==> config.mk <==
export PLATFORM = sky130hd
export DESIGN_NAME = wsp_coef_mem
export DESIGN_NICKNAME = d
export VERILOG_FILES = /design/src/sv/world_to_screen_projection_macros.svh /design/src/sv/wsp_pkg.sv /design/src/sv/wsp_coef_mem.sv
export SDC_FILE = /design/constraint.sdc
export NUM_CORES = 1
export LEC_CHECK = 0
export BUFFER_PORTS_ARGS = -buffer_cell sky130_fd_sc_hd__buf_4
export CAP_MARGIN = 20
export CELL_PAD_IN_SITES_DETAIL_PLACEMENT = 1
export CELL_PAD_IN_SITES_GLOBAL_PLACEMENT = 1
export CORE_ASPECT_RATIO = 1.1
export CORE_MARGIN = 1.5
export CORE_UTILIZATION = 55
export DETAILED_ROUTE_END_ITERATION = 6
export PLACE_DENSITY = 0.82
export SYNTH_ARGS = -nofsm -noshare
export SYNTH_HDL_FRONTEND = slang
export SYNTH_SLANG_ARGS = --single-unit
==> constraint.sdc <==
create_clock -name clk -period 2 [get_ports clk]
set_input_delay 0.3 -clock clk [delete_from_list [all_inputs] [get_ports clk]]
set_output_delay 0.3 -clock clk [all_outputs]
set_load 0.02 [all_outputs]
==> src/sv/world_to_screen_projection_macros.svh <==
// ----------------------------------------------------------------------------
// World-to-screen projection: assertion macros
// Implication checks that compile away when SYNTHESIS is defined.
// ----------------------------------------------------------------------------
`ifndef WORLD_TO_SCREEN_PROJECTION_MACROS_SVH
`define WORLD_TO_SCREEN_PROJECTION_MACROS_SVH

`ifndef SYNTHESIS

// same-cycle implication
`define WSP_ASSERT_IMPL(label, clk, rst_n, ante, cons) \
    label: assert property (@(posedge clk) disable iff (!rst_n) (ante) |-> (cons)) \
        else $error("same-cycle implication check failed");

// next-cycle implication
`define WSP_ASSERT_NEXT(label, clk, rst_n, ante, cons) \
    label: assert property (@(posedge clk) disable iff (!rst_n) (ante) |=> (cons)) \
        else $error("next-cycle implication check failed");

`else

`define WSP_ASSERT_IMPL(label, clk, rst_n, ante, cons)

`define WSP_ASSERT_NEXT(label, clk, rst_n, ante, cons)

`endif

`endif

==> src/sv/wsp_pkg.sv <==
// ----------------------------------------------------------------------------
// wsp_pkg
// Shared types and constants of the world-to-screen projection block.
// ----------------------------------------------------------------------------
`default_nettype none

package wsp_pkg;

    // fixed field widths
    localparam int COEF_W    = 32;
    localparam int POS_W     = 32;
    localparam int PIX_W     = 16;
    localparam int SIZE_W    = 14;
    localparam int HALF_W    = SIZE_W - 1;
    localparam int CLIP_W    = 64;
    localparam int APB_DW    = 32;
    localparam int PADDR_W   = 3;

    localparam int FRAC_BITS_DEF = 16;

    // coefficient store
    localparam int MEM_DEPTH = 16;
    localparam int MEM_AW    = 4;

    // pixel divider
    localparam int QUO_W   = 17;
    localparam int DSH_W   = CLIP_W + QUO_W - 1;
    localparam int SAT_W   = CLIP_W + QUO_W;
    localparam int PROD_W  = HALF_W + QUO_W;
    localparam int SUM_W   = PROD_W + 1;
    localparam int CNT_W   = 5;
    localparam int HB_W    = $clog2(HALF_W);

    localparam logic signed [PIX_W-1:0] PIX_MAX = 16'sh7FFF;
    localparam logic signed [PIX_W-1:0] PIX_MIN = 16'sh8000;

    // register map
    localparam logic [SIZE_W-1:0] WIDTH_RESET  = 14'd1920;
    localparam logic [SIZE_W-1:0] HEIGHT_RESET = 14'd1080;
    localparam logic REG_WIDTH  = 1'b0;
    localparam logic REG_HEIGHT = 1'b1;

    // item actions
    localparam logic ACT_LOAD    = 1'b0;
    localparam logic ACT_PROJECT = 1'b1;

    // dot-product sequencing: 3 rows x 4 terms
    localparam int STEP_W = 4;
    localparam logic [STEP_W-1:0] MAC_STEPS = 4'd12;
    localparam logic [STEP_W-1:0] MAC_LAST  = 4'd11;
    localparam logic [1:0] K_TRANS = 2'd3;
    localparam logic [1:0] SLOT_X  = 2'd0;
    localparam logic [1:0] SLOT_Y  = 2'd1;
    localparam logic [1:0] SLOT_W  = 2'd2;
    localparam logic [1:0] ROW_CW  = 2'd3;

    typedef enum logic [2:0] {
        ST_IDLE,
        ST_MAC,
        ST_VIS,
        ST_X_START,
        ST_X_WAIT,
        ST_Y_START,
        ST_Y_WAIT,
        ST_OUT
    } ctl_state_t;

    typedef enum logic [2:0] {
        PX_IDLE,
        PX_CHECK,
        PX_DIV,
        PX_FRAC_A,
        PX_FRAC_B,
        PX_MUL,
        PX_SUM,
        PX_DONE
    } pix_state_t;

    typedef struct packed {
        logic                     start;
        logic [HALF_W-1:0]        half;
        logic signed [CLIP_W-1:0] num;
        logic [CLIP_W-1:0]        den;
    } pix_req_t;

    typedef struct packed {
        logic                    busy;
        logic                    done;
        logic signed [PIX_W-1:0] value;
    } pix_rsp_t;

endpackage

`default_nettype wire

==> src/sv/wsp_coef_mem.sv <==
// ----------------------------------------------------------------------------
// wsp_coef_mem
// 16 x 32 coefficient RAM, one write and one registered read port; entries
// not yet written read as zero.
// ----------------------------------------------------------------------------
`default_nettype none

module wsp_coef_mem
    import wsp_pkg::*;
(
    input  logic                     clk,
    input  logic                     rst_n,
    input  logic                     we,
    input  logic [MEM_AW-1:0]        waddr,
    input  logic [COEF_W-1:0]        wdata,
    input  logic                     re,
    input  logic [MEM_AW-1:0]        raddr,
    output logic signed [COEF_W-1:0] rdata
);

    logic [COEF_W-1:0]    coef_mem [MEM_DEPTH];
    logic [MEM_DEPTH-1:0] valid_reg;
    logic [COEF_W-1:0]    rd_data_reg;
    logic                 rd_hit_reg;

    always_ff @(posedge clk)
    begin
        if (we)
        begin
            coef_mem[waddr] <= wdata;
        end
        if (re)
        begin
            rd_data_reg <= coef_mem[raddr];
        end
    end

    always_ff @(posedge clk or negedge rst_n)
    begin
        if (!rst_n)
        begin
            valid_reg  <= '0;
            rd_hit_reg <= 1'b0;
        end
        else
        begin
            if (we)
            begin
                valid_reg[waddr] <= 1'b1;
            end
            if (re)
            begin
                rd_hit_reg <= valid_reg[raddr];
            end
        end
    end

    // unwritten entries read as zero through their cleared valid bits
    assign rdata = rd_hit_reg ? $signed(rd_data_reg) : '0;

endmodule

`default_nettype wire

# Word level (Yosys, flattened, before mapping)

Memories as Yosys holds them, arrays and structs flattened. A register that Yosys moved wholly into a read port is not among the register bits.
Index checks and enable logic that the tools add are counted.

Bits in registers: 17
Output and inout bits: 32
Input port bits: 44
Memories: 1
Memory bits (writable): 512

Memory list:

| name     | words | width | rd ports | clocked after Yosys merged registers in | write ports | line               | text |
|---|---|---|---|---|---|---|---|
| coef_mem | 16    | 32    | 1        | 1                                       | 1           | wsp_coef_mem.sv:21 | `logic [COEF_W-1:0] coef_mem [MEM_DEPTH];` |

Reductions and logical operators: 1
Bitwise operators: 1
Multiplexer cells: 7
$lt $le $gt $ge: 3

Operator list:

| cell                 | count |
|---|---|
| $mux W32             | 1 |
| $or A16 B16 Y16      | 1 |
| $lt A4 B5 Y1 const B | 2 |
| $bmux W1 S4          | 1 |
| $demux W1 S4         | 1 |
| $ge A4 B1 Y1 const B | 1 |
| $mux W1              | 4 |
| $logic_and A1 B1 Y1  | 1 |

# Longest topological paths before layout

Depth after elaboration: 5
Mapped depth: 6
Mapped depth without buffers: 4

# Worst setup path after synthesis

Ideal clock, no wire load.

Path kind: input-to-reg
Start point: input waddr[2]
End point: memory coef_mem[0][0], enable pin
Library setup time: 0.463 ns
Slack: -1.511 ns
Data arrival time: 3.048 ns
Stages: 2
Path buffers: 0
Cells stage by stage: or3b_2 nor3_1

RTL lines:

| item            | line               | text |
|---|---|---|
| start, declared | wsp_coef_mem.sv:14 | `input logic [MEM_AW-1:0] waddr,` |
| end, declared   | wsp_coef_mem.sv:21 |  |

No word-level cell before the write port.

# Final worst setup path

Start point: register rd_hit_reg
End point: output rdata[1]

Word-level cells in the longest chain between the ends: 1

RTL lines:

| item                   | line               | text |
|---|---|---|
| start, declared        | wsp_coef_mem.sv:24 | `logic rd_hit_reg;` |
| start signal, assigned | wsp_coef_mem.sv:53 | `rd_hit_reg <= valid_reg[raddr];` |
| $mux W32               | wsp_coef_mem.sv:59 | `assign rdata = rd_hit_reg ? $signed(rd_data_reg) : '0;` |
| end, declared          | wsp_coef_mem.sv:18 | `output logic signed [COEF_W-1:0] rdata` |

Every way passes these cells.

==> impl_metrics.csv <==
group,metric,value,unit
sta,worst_pin_slew,0.479,ns
routing,routed_via_density,6.25,
sta,slew-limit-headroom,68.1,%
clocking,cts_buffers,52,
setup_path,reg2reg_from,"coef_mem[13][25]",
floorplan,initial_core_util,55.6,%
synthesis,synth_simple_gate_area_share,1.94,%
setup_path,crit_required,1.70,ns
synthesis,ys_seq_area_share,79.3,%
setup_path,ff2ff_setup_slack,0.30,ns
setup_path,crit_path_start,"rd_hit_reg",
placement,pre_cts_slack,-0.0830,ns
finish,multi_input_area,4280,um^2
sta,min_period,1.91,ns
global_route,grt_pass1_vias,10618,
clocking,cts_sinks,561,
finish,largest_reg_flops,512,
floorplan,row_count,75,
floorplan,ios,76,
synthesis,ys_ff_latch,561,
synthesis,syn-mean-instance-area,25.1,um^2
power,pwr_density_cell,1010,nW/um^2
global_route,grt_usage,26.1,%
synthesis,synthMuxAreaShare,17.7,%
min_path,whs_endpoint,"coef_mem[7][27]",
synthesis,synthCells,841,
clocking,clock_tree.root_cell,"clkbuf_16",
sta,fin_crit_sh,95.5,%
synthesis,yosys_warnings,0,
global_route,grt_start_max_net_pins,52,
sta,finalClockSkew,0.0285,ns
synthesis,ys_types,18,
routing,drt_first_iter_violations,1031,
finish,nNetsFinal,1028,
routing,firstDrtPassIters,5,
setup_path,rr_endpoint,"rd_data_reg[25]",
min_path,hold_path.class,"primary input to register",
min_path,whs_path_depth,1,
synthesis,synth_xor_area_share,0,%
routing,antenna_left,0,
synthesis,synth-compound-area-share,0,%
clocking,clock_path_buffers,3,
clocking,post_cts_buffers,0,
finish,seqCellArea,16800,um^2
synthesis,synthTopCellsByArea,"edfxtp_1, mux4_2, dfrtp_1",
placement,hpwl,25300,um
sta,finalHoldViolations,0,
sta,report.final.slew_viol_count,0,
placement,portBuffers,75,
sta,worst_slack,0.0893,ns
global_route,grt_pass1_wl,72200,um
floorplan,die_area,39600,um^2
power,ir_drop,0.744,mV
routing,vias,9546,
floorplan,core_region_area,38000,um^2
finish,area_growth,17.1,%
finish,diodes,0,
clocking,htreeDepth,2,
routing,finalWirelength,49000,um
setup_path,reg2reg_depth,2,
clocking,clk_pin_slew,0.07,ns
sta,fmax,523,MHz
global_route,overflow,0,
sta,finalSetupViolations,0,
routing,wl_per_cell,32.1,um
power,leakage,7.89,nW
setup_path,path_class,"register to primary output",
min_path,hp-start,"wdata[27]",
outcome,outcome,"finished, final reports clean",
sta,rsz0062_at_grt,"false",
setup_path,cp_max_fo,20,
synthesis,syn_nets,885,
synthesis,synth_top_family_by_area,"multiplexers",
setup_path,cp.arrival,1.61,ns
synthesis,synth_top_area_share,77.3,%
clocking,clock_latency,0.59,ns
finish,fill_cells,2943,
synthesis,synth_adder_area_share,0,%
sta,holdWs,0.0228,ns
floorplan,die-height,209,um
synthesis,netlist_area,21100,um^2
finish,drive_above_1_share,37.6,%
job,cap_viol_max_count,0,
global_route,antenna_found_initial,0,
floorplan,die_w,190,um
setup_path,startpoint_type,"register",
synthesis,yosys.area.top_type,"edfxtp_1",
clocking,tritoncts,"done",
placement,place_congestion,0.674,
setup_path,crit_path_end_kind,"primary output",
power,total_power,25.1,mW
routing,route.detailed.drc,0,
## per-stage QoR
step / area (um^2) / cells / setup TNS (ns) / utilization [%]
final: 24700 / 1528 / 0 / 65.1
after CTS: 24700 / 1528 / 0 / 65.1
after floorplan: 21200 / 841 / -112.46 / -
after detailed placement: 22900 / 1414 / -1.06 / 60.3
after global placement: 22900 / 1414 / -0.297 / 60.3
after global routing: 24700 / 1528 / 0 / 65.1
## cell type report
class / count / share of cell area, %
Tap cell: 500 / 2.53
Clock inverter: 39 / 1.31
Clock buffer: 59 / 5.45
Multi-Input combinational cell: 239 / 17.3
Sequential cell: 561 / 67.7
Timing Repair Buffer: 130 / 5.66
## Yosys cell counts
cell type and n:
edfxtp_1 544, mux4_2 164, and2_1 32, clkbuf_1 19
dfrtp_1 17, or2_2 16, nor2_1 12, buf_6 9
buf_2 7, buf_1 6, nor3_1 4, mux2i_1 3
nand2b_1 2, nand3b_1 2, mux2_2 1, nand2_1 1
nand3_1 1, or3b_2 1
## cell families after synthesis
group,count (synthesis)
muxes,168
buffers and inverters,41
and+or+nand+nor,71
DFF,561
## where the power goes
| part | total, mW | internal (mW) | switching (mW) |
|---|---|---|---|
| Combinational | 1.92 | 0.889 | 1.03 |
| Sequential | 13.4 | 13.3 | 0.130 |
| Clock | 9.78 | 5.50 | 4.28 |
| Total | 25.1 | 19.6 | 5.44 |
## critical path, cell delays in order, from the launching register on
cell and delay (ns):
dfrtp_1 0.37, buf_6 0.25, and2_1 0.25, buf_4 0.17
## routing by layer
metal | up-vias | routed length [um] | GRT usage [%]
met2 | 492 | 25400 | 43.5
met4 | 0 | 1590 | 10.2
met5 | - | 0 | 0
li1 | 3890 | - | -
met1 | 5047 | 18300 | 34.6
met3 | 117 | 3680 | 4.74
## worst max path at each step
stage	end	slack [ns]	cells after the start
2_1_floorplan	coef_mem[10][0]	-0.35	2
3_3_place_gp	rd_data_reg[0]	-0.04	4
3_5_place_dp	rd_data_reg[30]	-0.08	4
4_1_cts	rdata[1]	0.06	3
5_1_grt	rdata[3]	0.02	3
6_report	rdata[1]	0.09	3
## placed cells by master, fill, tap and decap left out
cell type / netlist / layout
and2_1: 32 / 32
buf_12: 0 / 30
buf_4: 0 / 82
buf_6: 9 / 1
bufinv_16: 0 / 5
clkbuf_1: 19 / 6
clkbuf_16: 0 / 53
clkbuf_8: 0 / 1
clkinv_1: 0 / 17
clkinv_2: 0 / 9
clkinv_4: 0 / 1
clkinvlp_4: 0 / 4
dfrtp_1: 17 / 17
dlygate4sd3_1: 0 / 16
edfxtp_1: 544 / 544
inv_6: 0 / 3
mux2_2: 1 / 1
mux2i_1: 3 / 3
mux4_2: 164 / 164
nand2_1: 1 / 1
nand2b_1: 2 / 2
nand3_1: 1 / 1
nand3b_1: 2 / 2
nor2_4: 0 / 12
nor3_4: 0 / 4
or2_2: 16 / 16
or3b_4: 0 / 1
## timing repair
action | CTS | global route
hold buffers | 16 | 0
endpoints found under the setup margin | 1 | 0
resized for setup | 1 | 0
hold endpoints to repair | 211 | 0
(Power assumes the default switching activity.)
