[config.mk]
export PLATFORM = sky130hd
export DESIGN_NAME = wsp_pixel_unit
export DESIGN_NICKNAME = d
export VERILOG_FILES = /design/src/sv/world_to_screen_projection_macros.svh /design/src/sv/wsp_pkg.sv /design/src/sv/wsp_pixel_unit.sv
export SDC_FILE = /design/constraint.sdc
export NUM_CORES = 2
export LEC_CHECK = 0
export ABC_AREA = 1
export BUFFER_PORTS_ARGS = -buffer_cell sky130_fd_sc_hd__buf_2
export CORE_MARGIN = 1
export CORE_UTILIZATION = 45
export DETAILED_ROUTE_END_ITERATION = 12
export PLACE_DENSITY_LB_ADDON = 0.12
export SYNTH_ARGS = -nofsm -noshare
export SYNTH_HDL_FRONTEND = slang
export SYNTH_SLANG_ARGS = --single-unit
[constraint.sdc]
create_clock -name clk -period 6.95 [get_ports clk]
set_clock_uncertainty 0.15 [all_clocks]
set_input_delay 1.39 -clock clk [delete_from_list [all_inputs] [get_ports clk]]
set_output_delay 1.39 -clock clk [all_outputs]
set_load 0.05 [all_outputs]
[src/sv/world_to_screen_projection_macros.svh]
// ----------------------------------------------------------------------------
// World-to-screen projection: assertion macros
// Implication checks that compile away when SYNTHESIS is defined.
// ----------------------------------------------------------------------------
`ifndef WORLD_TO_SCREEN_PROJECTION_MACROS_SVH
`define WORLD_TO_SCREEN_PROJECTION_MACROS_SVH

`ifndef SYNTHESIS

// same-cycle implication
`define WSP_ASSERT_IMPL(label, clk, rst_n, ante, cons) \
    label: assert property (@(posedge clk) disable iff (!rst_n) (ante) |-> (cons)) \
        else $error("same-cycle implication check failed");

// next-cycle implication
`define WSP_ASSERT_NEXT(label, clk, rst_n, ante, cons) \
    label: assert property (@(posedge clk) disable iff (!rst_n) (ante) |=> (cons)) \
        else $error("next-cycle implication check failed");

`else

`define WSP_ASSERT_IMPL(label, clk, rst_n, ante, cons)

`define WSP_ASSERT_NEXT(label, clk, rst_n, ante, cons)

`endif

`endif

[src/sv/wsp_pkg.sv]
// ----------------------------------------------------------------------------
// wsp_pkg
// Shared types and constants of the world-to-screen projection block.
// ----------------------------------------------------------------------------
`default_nettype none

package wsp_pkg;

    // fixed field widths
    localparam int COEF_W    = 32;
    localparam int POS_W     = 32;
    localparam int PIX_W     = 16;
    localparam int SIZE_W    = 14;
    localparam int HALF_W    = SIZE_W - 1;
    localparam int CLIP_W    = 64;
    localparam int APB_DW    = 32;
    localparam int PADDR_W   = 3;

    localparam int FRAC_BITS_DEF = 16;

    // coefficient store
    localparam int MEM_DEPTH = 16;
    localparam int MEM_AW    = 4;

    // pixel divider
    localparam int QUO_W   = 17;
    localparam int DSH_W   = CLIP_W + QUO_W - 1;
    localparam int SAT_W   = CLIP_W + QUO_W;
    localparam int PROD_W  = HALF_W + QUO_W;
    localparam int SUM_W   = PROD_W + 1;
    localparam int CNT_W   = 5;
    localparam int HB_W    = $clog2(HALF_W);

    localparam logic signed [PIX_W-1:0] PIX_MAX = 16'sh7FFF;
    localparam logic signed [PIX_W-1:0] PIX_MIN = 16'sh8000;

    // register map
    localparam logic [SIZE_W-1:0] WIDTH_RESET  = 14'd1920;
    localparam logic [SIZE_W-1:0] HEIGHT_RESET = 14'd1080;
    localparam logic REG_WIDTH  = 1'b0;
    localparam logic REG_HEIGHT = 1'b1;

    // item actions
    localparam logic ACT_LOAD    = 1'b0;
    localparam logic ACT_PROJECT = 1'b1;

    // dot-product sequencing: 3 rows x 4 terms
    localparam int STEP_W = 4;
    localparam logic [STEP_W-1:0] MAC_STEPS = 4'd12;
    localparam logic [STEP_W-1:0] MAC_LAST  = 4'd11;
    localparam logic [1:0] K_TRANS = 2'd3;
    localparam logic [1:0] SLOT_X  = 2'd0;
    localparam logic [1:0] SLOT_Y  = 2'd1;
    localparam logic [1:0] SLOT_W  = 2'd2;
    localparam logic [1:0] ROW_CW  = 2'd3;

    typedef enum logic [2:0] {
        ST_IDLE,
        ST_MAC,
        ST_VIS,
        ST_X_START,
        ST_X_WAIT,
        ST_Y_START,
        ST_Y_WAIT,
        ST_OUT
    } ctl_state_t;

    typedef enum logic [2:0] {
        PX_IDLE,
        PX_CHECK,
        PX_DIV,
        PX_FRAC_A,
        PX_FRAC_B,
        PX_MUL,
        PX_SUM,
        PX_DONE
    } pix_state_t;

    typedef struct packed {
        logic                     start;
        logic [HALF_W-1:0]        half;
        logic signed [CLIP_W-1:0] num;
        logic [CLIP_W-1:0]        den;
    } pix_req_t;

    typedef struct packed {
        logic                    busy;
        logic                    done;
        logic signed [PIX_W-1:0] value;
    } pix_rsp_t;

endpackage

`default_nettype wire

[src/sv/wsp_pixel_unit.sv]
// ----------------------------------------------------------------------------
// wsp_pixel_unit
// Serial pixel mapper: trunc(half * num / den) saturated to 16 bits, den > 0.
// Bounded quotient by shift-subtract, then the fraction scaled by half.
// ----------------------------------------------------------------------------
`default_nettype none

module wsp_pixel_unit
    import wsp_pkg::*;
(
    input  logic     clk,
    input  logic     rst_n,
    input  pix_req_t req,
    output pix_rsp_t rsp
);

    pix_state_t              state_reg, state_next;
    logic [HALF_W-1:0]       half_reg, half_next;
    logic                    neg_reg, neg_next;
    logic [CLIP_W-1:0]       rem_reg, rem_next;
    logic [CLIP_W-1:0]       den_reg, den_next;
    logic [DSH_W-1:0]        dsh_reg, dsh_next;
    logic [QUO_W-1:0]        quo_reg, quo_next;
    logic [CNT_W-1:0]        cnt_reg, cnt_next;
    logic [CLIP_W:0]         frem_reg, frem_next;
    logic [HALF_W-1:0]       fquo_reg, fquo_next;
    logic [PROD_W-1:0]       prod_reg, prod_next;
    logic signed [PIX_W-1:0] res_reg, res_next;

    logic [SAT_W-1:0]  sat_lim;
    logic [DSH_W-1:0]  div_diff;
    logic              div_ge;
    logic [CLIP_W:0]   frem_dbl;
    logic [CLIP_W:0]   frem_add;
    logic [SUM_W-1:0]  mag_sum;

    always_ff @(posedge clk or negedge rst_n)
    begin
        if (!rst_n)
        begin
            state_reg <= PX_IDLE;
        end
        else
        begin
            state_reg <= state_next;
        end
    end

    always_ff @(posedge clk)
    begin
        half_reg <= half_next;
        neg_reg  <= neg_next;
        rem_reg  <= rem_next;
        den_reg  <= den_next;
        dsh_reg  <= dsh_next;
        quo_reg  <= quo_next;
        cnt_reg  <= cnt_next;
        frem_reg <= frem_next;
        fquo_reg <= fquo_next;
        prod_reg <= prod_next;
        res_reg  <= res_next;
    end

    always_comb
    begin
        state_next = state_reg;
        half_next  = half_reg;
        neg_next   = neg_reg;
        rem_next   = rem_reg;
        den_next   = den_reg;
        dsh_next   = dsh_reg;
        quo_next   = quo_reg;
        cnt_next   = cnt_reg;
        frem_next  = frem_reg;
        fquo_next  = fquo_reg;
        prod_next  = prod_reg;
        res_next   = res_reg;

        // quotient above 65536 in magnitude iff |num| >= 65537 * den
        sat_lim  = (SAT_W'(den_reg) << (QUO_W - 1)) + SAT_W'(den_reg);
        div_ge   = DSH_W'(rem_reg) >= dsh_reg;
        div_diff = DSH_W'(rem_reg) - dsh_reg;
        frem_dbl = frem_reg << 1;
        frem_add = frem_reg + (CLIP_W + 1)'(rem_reg);
        mag_sum  = SUM_W'(prod_reg) + SUM_W'(fquo_reg);

        unique case (state_reg)
            PX_IDLE:
            begin
                if (req.start)
                begin
                    half_next = req.half;
                    neg_next  = req.num[CLIP_W-1];
                    rem_next  = req.num[CLIP_W-1] ? CLIP_W'(-req.num) : CLIP_W'(req.num);
                    den_next  = req.den;
                    if (req.half == '0)
                    begin
                        res_next   = '0;
                        state_next = PX_DONE;
                    end
                    else
                    begin
                        state_next = PX_CHECK;
                    end
                end
            end

            PX_CHECK:
            begin
                if (SAT_W'(rem_reg) >= sat_lim)
                begin
                    res_next   = neg_reg ? PIX_MIN : PIX_MAX;
                    state_next = PX_DONE;
                end
                else
                begin
                    dsh_next   = DSH_W'(den_reg) << (QUO_W - 1);
                    quo_next   = '0;
                    cnt_next   = CNT_W'(QUO_W - 1);
                    state_next = PX_DIV;
                end
            end

            PX_DIV:
            begin
                if (div_ge)
                begin
                    rem_next = div_diff[CLIP_W-1:0];
                end
                quo_next = {quo_reg[QUO_W-2:0], div_ge};
                dsh_next = dsh_reg >> 1;
                if (cnt_reg == '0)
                begin
                    frem_next  = '0;
                    fquo_next  = '0;
                    cnt_next   = CNT_W'(HALF_W - 1);
                    state_next = PX_FRAC_A;
                end
                else
                begin
                    cnt_next = cnt_reg - 1'b1;
                end
            end

            // double the partial remainder
            PX_FRAC_A:
            begin
                if (frem_dbl >= (CLIP_W + 1)'(den_reg))
                begin
                    frem_next = frem_dbl - (CLIP_W + 1)'(den_reg);
                    fquo_next = {fquo_reg[HALF_W-2:0], 1'b1};
                end
                else
                begin
                    frem_next = frem_dbl;
                    fquo_next = {fquo_reg[HALF_W-2:0], 1'b0};
                end
                state_next = PX_FRAC_B;
            end

            // add the remainder where this bit of half is set
            PX_FRAC_B:
            begin
                if (half_reg[cnt_reg[HB_W-1:0]])
                begin
                    if (frem_add >= (CLIP_W + 1)'(den_reg))
                    begin
                        frem_next = frem_add - (CLIP_W + 1)'(den_reg);
                        fquo_next = fquo_reg + 1'b1;
                    end
                    else
                    begin
                        frem_next = frem_add;
                    end
                end
                if (cnt_reg == '0)
                begin
                    state_next = PX_MUL;
                end
                else
                begin
                    cnt_next   = cnt_reg - 1'b1;
                    state_next = PX_FRAC_A;
                end
            end

            PX_MUL:
            begin
                prod_next  = PROD_W'(half_reg) * PROD_W'(quo_reg);
                state_next = PX_SUM;
            end

            PX_SUM:
            begin
                if (neg_reg)
                begin
                    if (mag_sum > SUM_W'(32768))
                    begin
                        res_next = PIX_MIN;
                    end
                    else
                    begin
                        res_next = $signed(PIX_W'(0) - mag_sum[PIX_W-1:0]);
                    end
                end
                else
                begin
                    if (mag_sum > SUM_W'(32767))
                    begin
                        res_next = PIX_MAX;
                    end
                    else
                    begin
                        res_next = $signed(mag_sum[PIX_W-1:0]);
                    end
                end
                state_next = PX_DONE;
            end

            PX_DONE:
            begin
                state_next = PX_IDLE;
            end

            default:
            begin
                state_next = PX_IDLE;
            end
        endcase
    end

    assign rsp.busy  = (state_reg != PX_IDLE);
    assign rsp.done  = (state_reg == PX_DONE);
    assign rsp.value = res_reg;

endmodule

`default_nettype wire

* Word-level counts from Yosys, hierarchy flattened *
Index checks and enable logic that the tools add are counted.

storage, ports and cells
  input bits = 144
  flip-flop bits (word level) = 371
  logic and storage cells = 101
  output and inout port bits = 18

cells by class
  eq/ne operators = 16
  reductions and logical operators = 17
  $add $sub $neg = 10
  $mul = 1
  $lt $le $gt $ge = 7
  multiplexer cells = 38

operators with widths
  kind                                                                               number
  65-bit two-way mux                                                                 4
  65-bit case mux with 3 select lines                                                1
  64-bit two-way mux                                                                 3
  80-bit case mux with 2 select lines                                                1
  65-bit by 64-bit greater-or-equal comparator with 1-bit output                     2
  65-bit by 64-bit subtractor with 65-bit output                                     2
  64-bit case mux with 2 select lines                                                1
  16-bit two-way mux                                                                 7
  80-bit by 64-bit adder with 81-bit output                                          1
  64-bit by 81-bit greater-or-equal comparator with 1-bit output                     1
  64-bit by 80-bit greater-or-equal comparator with 1-bit output                     1
  80-bit two-way mux                                                                 1
  65-bit by 64-bit adder with 65-bit output                                          1
  64-bit negation                                                                    1
  64-bit subtractor                                                                  1
  16-bit case mux with 3 select lines                                                1
  13-bit two-way mux                                                                 3
  13-bit case mux with 3 select lines                                                1
  17-bit case mux with 2 select lines                                                1
  30-bit by 13-bit adder with 31-bit output                                          1
  31-bit by 15-bit greater-than comparator with 1-bit output, second input constant  1
  31-bit by 16-bit greater-than comparator with 1-bit output, second input constant  1
  13-bit by 17-bit multiplier with 30-bit output                                     1
  3-bit case mux with 8 select lines                                                 1
  22 further kinds                                                                   50

* Longest topological paths before layout *
  depth after elaboration = 5
  gate-level depth with buffers = 31
  mapped depth without buffers = 31

* Worst setup path after synthesis *
OpenSTA, ideal clock, no wires.

  kind = input to register
  from = input port req[141] in the netlist's numbering
  to = register rem_reg[0], enable pin
  path buffers = 0
  library setup time = 0.426 ns
  data arrival time = 6.360 ns
  cell stages on the path = 3
  path slack = 0.014 ns
  required time = 6.374 ns
  cells stage by stage = inv_1 nor2_1 or2_1

between the ends
  word-level cells in the longest chain between the ends = 2

RTL lines
  what                             line                  source
  start, declared                  wsp_pixel_unit.sv:13  input pix_req_t req,
  2-bit inequality test (no line)  n/a
  3-bit AND reduction (no line)    n/a
  end signal, assigned             wsp_pixel_unit.sv:53  rem_reg <= rem_next;
  end, declared                    wsp_pixel_unit.sv:20  logic [CLIP_W-1:0] rem_reg, rem_next;

No other way between the ends.
A chain may end at the register's enable or synchronous reset.

* Worst setup path in the final report *
  from = register rem_reg[2]
  to = register frem_reg[5] (data pin)

between the ends
  word-level cells in the longest chain between the ends = 5
  elaborated cells on any way between the ends = 6
  classes of those cells = 2 x add/sub; 1 x order compare; 3 x mux

RTL lines
  what                                                                                                                                     line                                          source
  65-bit by 64-bit adder with 65-bit output *                                                                                              wsp_pixel_unit.sv:84                          frem_add = frem_reg + (CLIP_W + 1)'(rem_reg);
  65-bit by 64-bit subtractor with 65-bit output / 65-bit by 64-bit greater-or-equal comparator with 1-bit output (equally long branches)  wsp_pixel_unit.sv:168, wsp_pixel_unit.sv:166
  65-bit two-way mux *                                                                                                                     wsp_pixel_unit.sv:166                         if (frem_add >= (CLIP_W + 1)'(den_reg))
  65-bit two-way mux *                                                                                                                     wsp_pixel_unit.sv:164                         if (half_reg[cnt_reg[HB_W-1:0]])
  65-bit case mux with 3 select lines *                                                                                                    wsp_pixel_unit.sv:87                          unique case (state_reg)
  net frem_next[5]                                                                                                                         wsp_pixel_unit.sv:25                          logic [CLIP_W:0] frem_reg, frem_next;
  end signal, assigned                                                                                                                     wsp_pixel_unit.sv:58                          frem_reg <= frem_next;
  end, declared                                                                                                                            wsp_pixel_unit.sv:25

The timed path passes the listed nets; every way through them passes the cells marked *. The select of a mux whose other input is x is not followed.

==> results <==
- The measured slew at the worst slew-check pin is 1160 ps.
- Setup violations remaining at the end of the flow were counted as 0.
- The die boundary height is 339 um.
- The clock tree synthesis step divided the H-tree into 2 levels.
- The post-detailed-routing wire length is 225 mm.
- The floorplan step defined a die boundary enclosing 115000 um^2.
- STA classifies the critical path endpoint as a flip-flop.
- After routing the design area is 55200 um^2.
- In this run, synthesis inferred 368 flip-flops with an integrated enable.
- After synthesis, the cell types taking the most area are sky130_fd_sc_hd__edfxtp_1, sky130_fd_sc_hd__nand2_1, sky130_fd_sc_hd__ha_1.
- The global route total overflow is 0.
- The number of placement rows is 123.
- The total instance count after detailed placement is 9270.
- For the worst setup path, the data arrival time is 6770 ps.
- The finished layout holds 9366 standard cells, fillers aside.
- The routed design could run at a clock period as short as 6490 ps.
- Global routing used 55.2% of the available met1 tracks.
- The clock input transition at the sequential cells of the worst setup and hold paths is 60 ps.
- The area growth from synthesis to layout is 8.15%.
- The net count reported at finish is 8596.
- The cell area after placement is 53600 um^2.
- The number of nets in the synthesized netlist is 8497.
- The most common flop cell mapped by yosys is sky130_fd_sc_hd__edfxtp_1.
- The region available for standard cell placement spans 112000 um^2.
- For the final routed database, the setup TNS stands at 0 ps.
- The layout cell share with drive strength beyond 1 is 4.45%.
- The number of clock buffers inserted by TritonCTS is 48.
- Clock latency on the worst-skew pair, taken at its later pin, is 680 ps.
- The flow ran to the end, and the final reports show no timing, DRC or antenna violations.
- The initial core utilization is 45.4%.
- The number of warning messages in the yosys log is 0.
- The synthesized flop and latch total is 371.
- The critical path's slowest cell is sky130_fd_sc_hd__xnor2_1.
- The cell taking the most area after synthesis is sky130_fd_sc_hd__edfxtp_1.
- For this design, the CTS-stage hold fixing added 0 buffers.
- The register with the most flip-flops in the layout has 80 of them.
- The largest driver fanout on the critical path is 60.
- The total global-route track usage is 38.3%.
- The post-CTS setup buffer count is 0.
- Setup repair after global routing left no endpoint under its margin.
- The wire length of the first global-routing pass is 327 mm.
- The global routing usage on met3 is 7.22%.
- The total power is 5.31 mW.
- After filler insertion, the fill cell instance count of the layout stands at 11.8k.
- The number of buffers added on ports is 161.
- The maximum vdd drop is 0.000179 V.
- For this run, global-route usage on met2 was measured as 56.6%.
- In this run the cell area of the synthesized design comes to 51100 um^2.
- Summing all flip-flop and latch instances after layout gives 11100 um^2.
- The CTS tree is done.
- The count of nets left with antenna violations once routing finished came out at 0.
- The critical path startpoint category is a flip-flop.
- The post-route DRC violation count is 0.
- The mean instance size in the synthesized netlist is 6.61 um^2.
- Detailed routing inserted a total of 54.1k vias.
- The width of the die is 339 um.
- For this design, the sink count on the clock tree is 371.
- Clock tree synthesis selected as its root buffer the cell sky130_fd_sc_hd__clkbuf_16.
- The number of global-route vias before repair is 50.7k.
- The static leakage power is 26.5 nW.
- The most numerous cell type found on the critical path is sky130_fd_sc_hd__nand2_1.
- For this run, asynchronously set or reset flops after synthesis account for 0.809%.
- The sequential share of the synthesized area is 21.8%.
- The count of endpoints failing hold in the final timing report was 0.
- In the final layout, the multi-input gates occupy 34500 um^2.
- The area fraction of the dominant cell type after synthesis is 21.6%.
- Counting distinct cell types in the post-synthesis netlist gives 62.
- On the critical path the largest part of the delay comes from simple AND/OR/NAND/NOR gates.
- The path class of the tightest hold or removal check is input pin to asynchronous set/reset pin.
- Using the TritonRoute via totals, the vias-per-cell ratio works out to 5.78.
- Dividing the detail-routed wire length by the instance count gives 24.0 um.
- The post-cts sizing count is 0.
- In this run the most used layer during global routing was met2.
- The relative slew slack is 22.0%.
- Traced cell by cell, the critical path runs through ha_1 -> a21oi_1 -> nand2_1 -> a21boi_0 -> o21ai_0 -> nand2_1 -> nand3_1 -> nand3_1 -> nand2_1 -> xnor2_1 -> inv_1 -> ha_1 -> nand2_1 -> nor2_1 -> nand2_1 -> nor2_1 -> inv_1 -> nor4_1 -> a31oi_4 -> nand3_2 -> buf_12 -> o21ai_0 -> nand3_1 -> nand2_1.
- The data required time at the worst endpoint is 7220 ps.
- After the first detailed-routing iteration, the DRC count stood at 5880.
- In this run the power density over the cells is 96.1 nW/um^2.
- In the finished design, the share of the clock period the worst path needs comes to 93.4%.
- In this run the deepest clock path goes through 3 buffers.
- The gate count of the mapped netlist is 7721.
- Across all hold checks on the routed design, the worst slack comes to 384 ps.
- The number of search-and-repair iterations in the first detailed-routing pass is 8.
- Together, buffers and inverters on the worst path number 3.
- The final max-slew violation count is 0.
- The placed wire-length estimate is 191 mm.
- The critical path is of the flip-flop to flip-flop type.
- The largest incremental delay on the critical path is 480 ps.
- Derived from the worst setup path, the maximum achievable clock frequency is 154 MHz.
- Max-cap violations in this run came to 0.
- 162 I/O pins were placed.
- The number of antenna violations at the first check in global routing came to 18.
- The pin count of the biggest net entering global routing is 192.
- At the end of routability-driven placement, the weighted congestion stood at 1.03.
-- layout by cell type (no fill, tap or decap), types with 14 or more instances in the layout --
cell / count
sky130_fd_sc_hd__ha_1: 461
sky130_fd_sc_hd__a21o_1: 60
sky130_fd_sc_hd__buf_2: 161
sky130_fd_sc_hd__and3_1: 14
sky130_fd_sc_hd__buf_4: 27
sky130_fd_sc_hd__xor2_1: 153
sky130_fd_sc_hd__nand2_2: 14
sky130_fd_sc_hd__nand4_1: 140
sky130_fd_sc_hd__o21a_1: 39
sky130_fd_sc_hd__inv_1: 1292
sky130_fd_sc_hd__o211ai_1: 36
sky130_fd_sc_hd__or2_2: 21
sky130_fd_sc_hd__nand3b_1: 21
sky130_fd_sc_hd__a31oi_1: 80
sky130_fd_sc_hd__fa_1: 171
sky130_fd_sc_hd__o21ai_0: 484
sky130_fd_sc_hd__nand3_1: 392
sky130_fd_sc_hd__a21boi_0: 24
sky130_fd_sc_hd__nor4_1: 52
sky130_fd_sc_hd__clkbuf_16: 48
sky130_fd_sc_hd__o21bai_1: 51
sky130_fd_sc_hd__nand2_1: 1906
sky130_fd_sc_hd__xnor2_1: 120
sky130_fd_sc_hd__a21oi_1: 599
sky130_fd_sc_hd__nor3_1: 81
sky130_fd_sc_hd__edfxtp_1: 368
sky130_fd_sc_hd__nor2_1: 869
-- metrics by stage --
step | util [%] | setup slack [ps]
3_3_place_gp | 47.6 | 656
3_5_place_dp | 47.6 | 704
5_1_grt | 49.1 | 132
2_1_floorplan | - | 14.4
4_1_cts | 49.1 | 687
6_report | 49.1 | 457
-- synthesized netlist by cell type (6+ instances only) --
master / n
sky130_fd_sc_hd__a221oi_1: 10
sky130_fd_sc_hd__nand3b_1: 21
sky130_fd_sc_hd__buf_4: 9
sky130_fd_sc_hd__nor4_1: 52
sky130_fd_sc_hd__o21ai_0: 484
sky130_fd_sc_hd__buf_1: 22
sky130_fd_sc_hd__nor2_2: 6
sky130_fd_sc_hd__clkbuf_1: 98
sky130_fd_sc_hd__ha_1: 461
sky130_fd_sc_hd__o32ai_1: 6
sky130_fd_sc_hd__o22ai_1: 7
sky130_fd_sc_hd__o21bai_1: 51
sky130_fd_sc_hd__or2_2: 20
sky130_fd_sc_hd__a21boi_0: 24
sky130_fd_sc_hd__o31ai_1: 10
sky130_fd_sc_hd__nand2_2: 12
sky130_fd_sc_hd__a31oi_1: 81
sky130_fd_sc_hd__nor3_1: 84
sky130_fd_sc_hd__o21a_1: 39
sky130_fd_sc_hd__nand2_1: 1910
sky130_fd_sc_hd__o21ai_1: 12
sky130_fd_sc_hd__inv_1: 1292
sky130_fd_sc_hd__o211ai_1: 36
sky130_fd_sc_hd__xor2_1: 153
sky130_fd_sc_hd__nand4_1: 140
sky130_fd_sc_hd__xnor2_1: 120
sky130_fd_sc_hd__edfxtp_1: 368
sky130_fd_sc_hd__a21o_1: 60
sky130_fd_sc_hd__nand3_1: 392
sky130_fd_sc_hd__fa_1: 171
sky130_fd_sc_hd__and3_1: 14
sky130_fd_sc_hd__nor2_1: 871
sky130_fd_sc_hd__a21oi_1: 600
sky130_fd_sc_hd__buf_2: 17
-- final cells by class --
cell class                 instances  area share (%)
tap                             1500            3.40
clock inverter                    35           0.732
multi-input combinational       5904            62.5
antenna                            8          0.0363
inverter                        1298            8.83
clock buffer                      53            2.21
sequential                       371            20.2
timing repair buffer             197            2.15
-- path summary, 6_finish.rpt --
path / from / to / slack [ps] / cells after the start
setup / recovery: rem_reg[2]$_DFFE_PP_ / frem_reg[5]$_DFFE_PP_ / 460 / 24
hold / removal: rst_n / state_reg[1]$_DFFE_PN0P_ / 380 / 1
setup reg to reg: rem_reg[2]$_DFFE_PP_ / frem_reg[5]$_DFFE_PP_ / 460 / 24
hold reg to reg: dsh_reg[2]$_SDFFCE_PN0P_ / dsh_reg[1]$_SDFFCE_PN0P_ / 420 / 2
max in group asynchronous: rst_n / state_reg[0]$_DFFE_PN0P_ / 6140 / 1
min in group clk: dsh_reg[2]$_SDFFCE_PN0P_ / dsh_reg[1]$_SDFFCE_PN0P_ / 420 / 2
-- power by group --
part | switching, mW | internal (mW) | total [mW]
Combinational | 0.110 | 0.0623 | 0.172
Sequential | 0 | 2.44 | 2.44
Clock | 1.19 | 1.51 | 2.70
-- routing by layer --
metal  vias up  wire length [um]
met5         -                55
met4        10              8960
met3       357             23100
met2      2651             92800
met1     25481             99900
li1      25594                 -
-- logic make-up after synthesis --
logic type,share of synthesized area (%)
simple gates,28.9
compound gates,15.8
buf+inv,10.8
fa+ha+maj,18.0
flops,21.8
xor+xnor,4.78
Power figures use the tool's default switching activity.
